--- config.mk ---
export PLATFORM = sky130hd
export DESIGN_NAME = rbc_ctrl
export DESIGN_NICKNAME = d
export VERILOG_FILES = /design/src/rtl/core/assert_macros.svh /design/src/rtl/core/rbc_pkg.sv /design/src/rtl/core/rbc_ctrl.sv
export SDC_FILE = /design/constraint.sdc
export NUM_CORES = 1
export LEC_CHECK = 0
export ABC_CLOCK_PERIOD_IN_PS = 1450
export BUFFER_PORTS_ARGS = -buffer_cell sky130_fd_sc_hd__buf_4
export CORE_AREA = 8 8 45 47
export CTS_CLUSTER_DIAMETER = 120
export DETAILED_ROUTE_END_ITERATION = 12
export DIE_AREA = 0 0 53 55
export SYNTH_ARGS = -nofsm -noshare
export SYNTH_HDL_FRONTEND = slang
export SYNTH_SLANG_ARGS = --single-unit
export TNS_END_PERCENT = 1
--- constraint.sdc ---
create_clock -name i_clk -period 1.45 [get_ports i_clk]
set_input_delay 0.2175 -clock i_clk [delete_from_list [all_inputs] [get_ports i_clk]]
set_output_delay 0.2175 -clock i_clk [all_outputs]
set_load 0.01 [all_outputs]
--- src/rtl/core/assert_macros.svh ---
// Assertion macros shared by the reorder buffer RTL.
// Depends on nothing; define NO_ASSERTIONS to compile the checks out.
`ifndef ASSERT_MACROS_SVH
`define ASSERT_MACROS_SVH

`ifndef NO_ASSERTIONS

// A condition that must hold at every clock edge out of reset.
`define RBC_ASSERT_ALWAYS(lbl, clk, rst_n, cond, msg) \
    lbl: assert property (@(posedge clk) disable iff (!rst_n) (cond)) else $error(msg);

// A condition that must hold in the cycle after the trigger.
`define RBC_ASSERT_NEXT(lbl, clk, rst_n, ante, cons, msg) \
    lbl: assert property (@(posedge clk) disable iff (!rst_n) (ante) |=> (cons)) else $error(msg);

`else

`define RBC_ASSERT_ALWAYS(lbl, clk, rst_n, cond, msg)
`define RBC_ASSERT_NEXT(lbl, clk, rst_n, ante, cons, msg)

`endif

`endif

--- src/rtl/core/rbc_pkg.sv ---
// Types and constants of the reorder buffer commit block.
// Used by the controller, the datapath and the top level; depends on nothing.
`default_nettype none

package rbc_pkg;

    // Default number of buffer entries.
    localparam int DEPTH_DEF = 128;

    // Operation carried by an input item.
    typedef enum logic [1:0] {
        MODE_PUSH      = 2'd0,
        MODE_WRITEBACK = 2'd1,
        MODE_COMMIT    = 2'd2,
        MODE_FLUSH     = 2'd3
    } t_mode;

    // One input item.
    typedef struct packed {
        t_mode              mode;
        logic [15:0]        tag;
        logic [4:0]         dest_reg;
        logic               has_dest;
        logic               pending;
        logic signed [31:0] value;
    } t_in_item;

    // One result item.
    typedef struct packed {
        logic               accepted;
        logic               overflow;
        logic               commit_valid;
        logic               commit_writes;
        logic [4:0]         commit_dest;
        logic signed [31:0] commit_value;
        logic [15:0]        commit_tag;
        logic [15:0]        head_tag;
        logic               is_empty;
        logic               is_full;
    } t_out_item;

    // Fields kept in the tag memory, written only by a push.
    typedef struct packed {
        logic [15:0] tag;
        logic [4:0]  dest;
        logic        has_dest;
    } t_tag_entry;

    // Fields kept in the value memory, written by a push and by a writeback.
    typedef struct packed {
        logic               pending;
        logic signed [31:0] value;
    } t_val_entry;

    // Controller states.
    typedef enum logic [3:0] {
        S_IDLE,
        S_PUSH,
        S_SCAN,
        S_SCAN_END,
        S_CMT_RD,
        S_CMT_CHK,
        S_FLUSH,
        S_HEAD_RD,
        S_OUT
    } t_state;

    // Commands from the controller to the datapath.
    typedef struct packed {
        logic load;
        logic push;
        logic scan_start;
        logic scan_step;
        logic cmt_read;
        logic cmt_retire;
        logic flush;
        logic head_read;
        logic out_load;
    } t_cmd;

    // Status from the datapath to the controller.
    typedef struct packed {
        logic empty;
        logic scan_last;
        logic out_busy;
    } t_status;

endpackage

`default_nettype wire

--- src/rtl/core/rbc_ctrl.sv ---
// Controller state machine of the reorder buffer: sequences one item at a time.
// Depends on rbc_pkg for the state, command and status types.
`default_nettype none

module rbc_ctrl (
    input  wire logic           i_clk,
    input  wire logic           i_rst_n,
    input  wire logic           i_in_valid,
    input  wire rbc_pkg::t_mode i_mode,
    output logic                o_in_stall,
    input  wire rbc_pkg::t_status i_status,
    output rbc_pkg::t_cmd       o_cmd
);

    rbc_pkg::t_state r_state;
    rbc_pkg::t_state n_state;

    // State register.
    always_ff @(posedge i_clk) begin
        if (!i_rst_n) begin
            r_state <= rbc_pkg::S_IDLE;
        end else begin
            r_state <= n_state;
        end
    end

    // Next state and commands.
    always_comb begin
        n_state = r_state;
        o_cmd   = '0;
        case (r_state)
            rbc_pkg::S_IDLE: begin
                if (i_in_valid) begin
                    o_cmd.load = 1'b1;
                    case (i_mode)
                        rbc_pkg::MODE_PUSH: begin
                            n_state = rbc_pkg::S_PUSH;
                        end
                        rbc_pkg::MODE_WRITEBACK: begin
                            if (i_status.empty) begin
                                n_state = rbc_pkg::S_HEAD_RD;
                            end else begin
                                o_cmd.scan_start = 1'b1;
                                n_state          = rbc_pkg::S_SCAN;
                            end
                        end
                        rbc_pkg::MODE_COMMIT: begin
                            n_state = i_status.empty ? rbc_pkg::S_HEAD_RD
                                                     : rbc_pkg::S_CMT_RD;
                        end
                        default: begin
                            n_state = rbc_pkg::S_FLUSH;
                        end
                    endcase
                end
            end
            rbc_pkg::S_PUSH: begin
                o_cmd.push = 1'b1;
                n_state    = rbc_pkg::S_HEAD_RD;
            end
            rbc_pkg::S_SCAN: begin
                o_cmd.scan_step = 1'b1;
                if (i_status.scan_last) begin
                    n_state = rbc_pkg::S_SCAN_END;
                end
            end
            rbc_pkg::S_SCAN_END: begin
                // The compare of the last entry finishes here.
                n_state = rbc_pkg::S_HEAD_RD;
            end
            rbc_pkg::S_CMT_RD: begin
                o_cmd.cmt_read = 1'b1;
                n_state        = rbc_pkg::S_CMT_CHK;
            end
            rbc_pkg::S_CMT_CHK: begin
                o_cmd.cmt_retire = 1'b1;
                n_state          = rbc_pkg::S_HEAD_RD;
            end
            rbc_pkg::S_FLUSH: begin
                o_cmd.flush = 1'b1;
                n_state     = rbc_pkg::S_HEAD_RD;
            end
            rbc_pkg::S_HEAD_RD: begin
                o_cmd.head_read = 1'b1;
                n_state         = rbc_pkg::S_OUT;
            end
            rbc_pkg::S_OUT: begin
                if (!i_status.out_busy) begin
                    o_cmd.out_load = 1'b1;
                    n_state        = rbc_pkg::S_IDLE;
                end
            end
            default: begin
                n_state = rbc_pkg::S_IDLE;
            end
        endcase
    end

    // New items are taken only between operations.
    assign o_in_stall = (r_state != rbc_pkg::S_IDLE);

endmodule

`default_nettype wire

== Word-level counts from Yosys, hierarchy flattened ==
Cells that the tools add are included.
Word-level totals
  flip-flop bits (word level): 4
  input port bits: 8
  output and inout bits: 10
  word-level logic and storage cells: 40
Cells by class
  equal/unequal tests: 13
  muxes and demuxes: 21
  reduce and logical (&&, ||, !) cells: 5
Operator list (count)
  $pmux 4 s6: 1
  $eq 4x3->1 const B: 4
  $mux 1: 14
  $mux 4: 3
  $pmux 4 s3: 1
  $eq 4x2->1 const B: 2
  $ne 2x2->1 const B: 3
  $eq 4x1->1 const B: 1
  $eq 4x4->1 const B: 1
  $logic_not 4->1: 1
  $reduce_bool 4->1: 1
  $reduce_or 4->1: 1
  $mux 3: 1
  $reduce_and 3->1: 1
  $eq 2x1->1 const B: 1
  $eq 2x2->1 const B: 1
  $logic_not 2->1: 1
  $mux 2: 1

== Logic depth before layout (Yosys ltp) ==
  word-level depth: 4
  gate-level depth with buffers: 4
  gate-level depth less buffers: 3

== Least setup slack after synthesis ==
No wires, ideal clock.
  kind: reg-to-output
  start point: register r_state[2]
  end point: output o_cmd[6] (netlist name)
  data arrival time: 1.357 ns
  data required time: 1.233 ns
  path slack: -0.125 ns
  cell stages (with the launch flop): 5
  buffers on the path: 1
  path through: dfxtp_1 -> buf_6 -> or4_4 -> nor2_4 -> and4bb_1
RTL lines
  start, declared: line rbc_ctrl.sv:15  | rbc_pkg::t_state r_state;
  start signal, assigned: line rbc_ctrl.sv:21  | r_state <= rbc_pkg::S_IDLE;
  start signal, assigned: line rbc_ctrl.sv:23  | r_state <= n_state;
  end, declared: line rbc_ctrl.sv:12  | output rbc_pkg::t_cmd o_cmd

==> flow_metrics.tcl <==
set metrics [dict create \
    critical_path_class "flip-flop to output port" \
    fp-row-count 14 \
    first_pass_iters 2 \
    internal_power_mw 0.6185 \
    grt_max_degree 12 \
    p_sw_mw 0.4203 \
    rrSetupSlack_ns 0.11 \
    p_leak_nw 0.2701 \
    powerDensity_nw_per_um2 1845 \
    syn_to_final_growth_pct 63.04 \
    drt_first_iter_violations 4 \
    synth_nets 52 \
    sw_frac_of_total 0.4046 \
    ys_types 24 \
    dp_hpwl_um 795.6 \
    tns_ns -0.5716 \
    initial_utilization 0.2495 \
    crit_path_start_kind "flip-flop" \
    power.share.clock 0.131 \
    largestRegisters "r_state x4" \
    relSlewSlack 0.7411 \
    cts_root_buffer "clkbuf_4" \
    postRouteAntennaNets 0 \
    io_pins 18 \
    final_nets 76 \
    grt.total_usage 0.07486 \
    worst_slack_ns -0.2476 \
    die_w_um 53 \
    yosysSeqAreaShare 0.2319 \
    final_common_cell "buf_4" \
    netlist_instances 44 \
    clock_tree.buffer_depth 2 \
    vias_per_cell 4.951 \
    worstPathArrival_ns 1.48 \
    layoutNonFillerInstCount 82 \
    grt_overflow 0 \
    cp_data_required_time_ns 1.23 \
    core_um2 1384 \
    violations "setup timing" \
    h-tree-depth 1 \
    hold_violations 0 \
    drc 0 \
    drv_slew 0 \
    finalCritPeriodShare 1.171 \
    grt_pass1_vias 373 \
    top_register "r_state" \
    synthTopCellsByArea "dfxtp_1, buf_6, nor3_1" \
    yosys_warnings 0 \
    cp-end-kind "output port" \
    vias 406 \
    mostFrequentLayoutCells "buf_4, nor2_1, dfxtp_1" \
    worst_pin_slew_ns 0.3785 \
    largest_reg_flops 4 \
    yosysTopAreaCellShare 0.2319 \
    io_buffers 17 \
    pwr-share-seq 0.161 \
    syn_area_um2 345.3 \
    fp.dieArea_um2 2915 \
    rsz0062_at_grt "yes" \
    clock_sinks 4 \
    clk_latency_ns 0.23 \
    diodes 0 \
    place_ws_ns -0.01022 \
    cts_tree "built" \
    yosys_register_bits 4 \
    fin_crit_ns 1.698 \
    gp_congestion 0.7055 \
    drive_gt1_frac 0.5152 \
    dp.cells 79 \
    p_comb_frac 0.708 \
    cts_buffers 3 \
    max_freq_ghz 0.5891 \
    regArea_um2 80.08 \
    vdd_ir_drop_max_v 0.0006960 \
    yosysTopAreaCell "dfxtp_1" \
    wirelength_mm 1.022 \
    fillers 148 \
    setup_violations 5 \
    outcome "complete, but fails checks" \
    drv_cap 0 \
    clk_pin_slew_ns 0.04 \
    cp_max_fo 2 \
    final_core_util 0.4069 \
    antenna_found_initial 0 \
    grt_pass1_wl_mm 1.580 \
    min-delay-path-class "primary input to flip-flop" \
    syn_avg_cell_area_um2 7.848 \
    multi_input_area_um2 264.0 \
    wl_per_cell_um 12.46 \
    skew_ns 0.003187 \
    dieHeight_um 55 \
]
## what timing repair did
item                       4_1_cts  5_1_grt
hold endpoints to repair         0        0
hold buffers                     0        0
cloned                           0        0
setup endpoints to repair        5        9
resized for setup                2        4
buffers inserted                 0        0
pin swaps                        0        3
## kinds of logic (layout without fill, tap and decap cells)
kind of cell	Yosys count	count (layout)	synth area share
XOR/XNOR	1	1	0.02537
buffers and inverters	5	27	0.09782
AND/OR/NAND/NOR	25	25	0.4493
flip-flops	4	4	0.2319
AO/OA/AOI/OAI	9	9	0.1957
## layer usage
metal  GRT usage  vias to the layer above  part of all wire
met3     0.05080                        0             0.098
met1     0.07295                      187              0.42
met4     0.03879                        0                 0
met2      0.1191                       12              0.48
met5           0                        -                 0
li1            -                      207                 -
## Yosys cell counts (all sizes together)
cell     count
nand3b       1
a2111oi      1
nor4b        1
nor2         6
and3         3
dfxtp        4
o211a        1
a2111o       1
a21oi        3
nor2b        2
o21a         1
or4          1
and4bb       1
o22ai        1
inv          1
buf          2
or2b         1
nor3         4
nand2b       3
a31o         1
nand2        2
xnor2        1
clkbuf       2
## through the flow
step                cell area, um^2  hold WS, ns  power (mW)
detailed placement            508.0       0.4434      0.8390
global route                  563.0       0.1807       1.137
finish                        563.0       0.2029       1.039
global placement              508.0       0.4498      0.8337
floorplan                     345.3       0.3350      0.5860
CTS                           541.8       0.1927       1.020
## final timing paths
path                                         startpoint                      end  cells after the start
worst max register to register  r_state[1]$_SDFFE_PN0P_  r_state[2]$_SDFFE_PN0P_                      4
worst min-delay path                            i_rst_n  r_state[3]$_SDFFE_PN0P_                      2
worst max-delay path            r_state[1]$_SDFFE_PN0P_                 o_cmd[6]                      4
worst min register to register  r_state[3]$_SDFFE_PN0P_  r_state[1]$_SDFFE_PN0P_                      3
## power by group through the flow
stage | logic, mW | registers, mW | clock network, mW
final | 0.735 | 0.167 | 0.137
after global placement | 0.666 | 0.168 | 0
after CTS | 0.708 | 0.168 | 0.144
after floorplan | 0.421 | 0.165 | 0
after global routing | 0.803 | 0.173 | 0.160
after detailed placement | 0.670 | 0.169 | 0
## final cells by class
| cell class | instances | area share |
|---|---|---|
| flip-flops and latches | 4 | 0.1422 |
| repair buffers | 23 | 0.3067 |
| clock buffers | 3 | 0.04000 |
| inverters | 1 | 0.006667 |
| multi-input cells | 35 | 0.4689 |
| well taps | 16 | 0.03556 |
## worst max-delay path: stages (launching register included)
cell and delay, ns:
dfxtp_1 0.30, or4_4 0.55, nor2_4 0.10, and4bb_1 0.18, buf_4 0.11
Note: power is estimated with default switching activity, not from simulation.
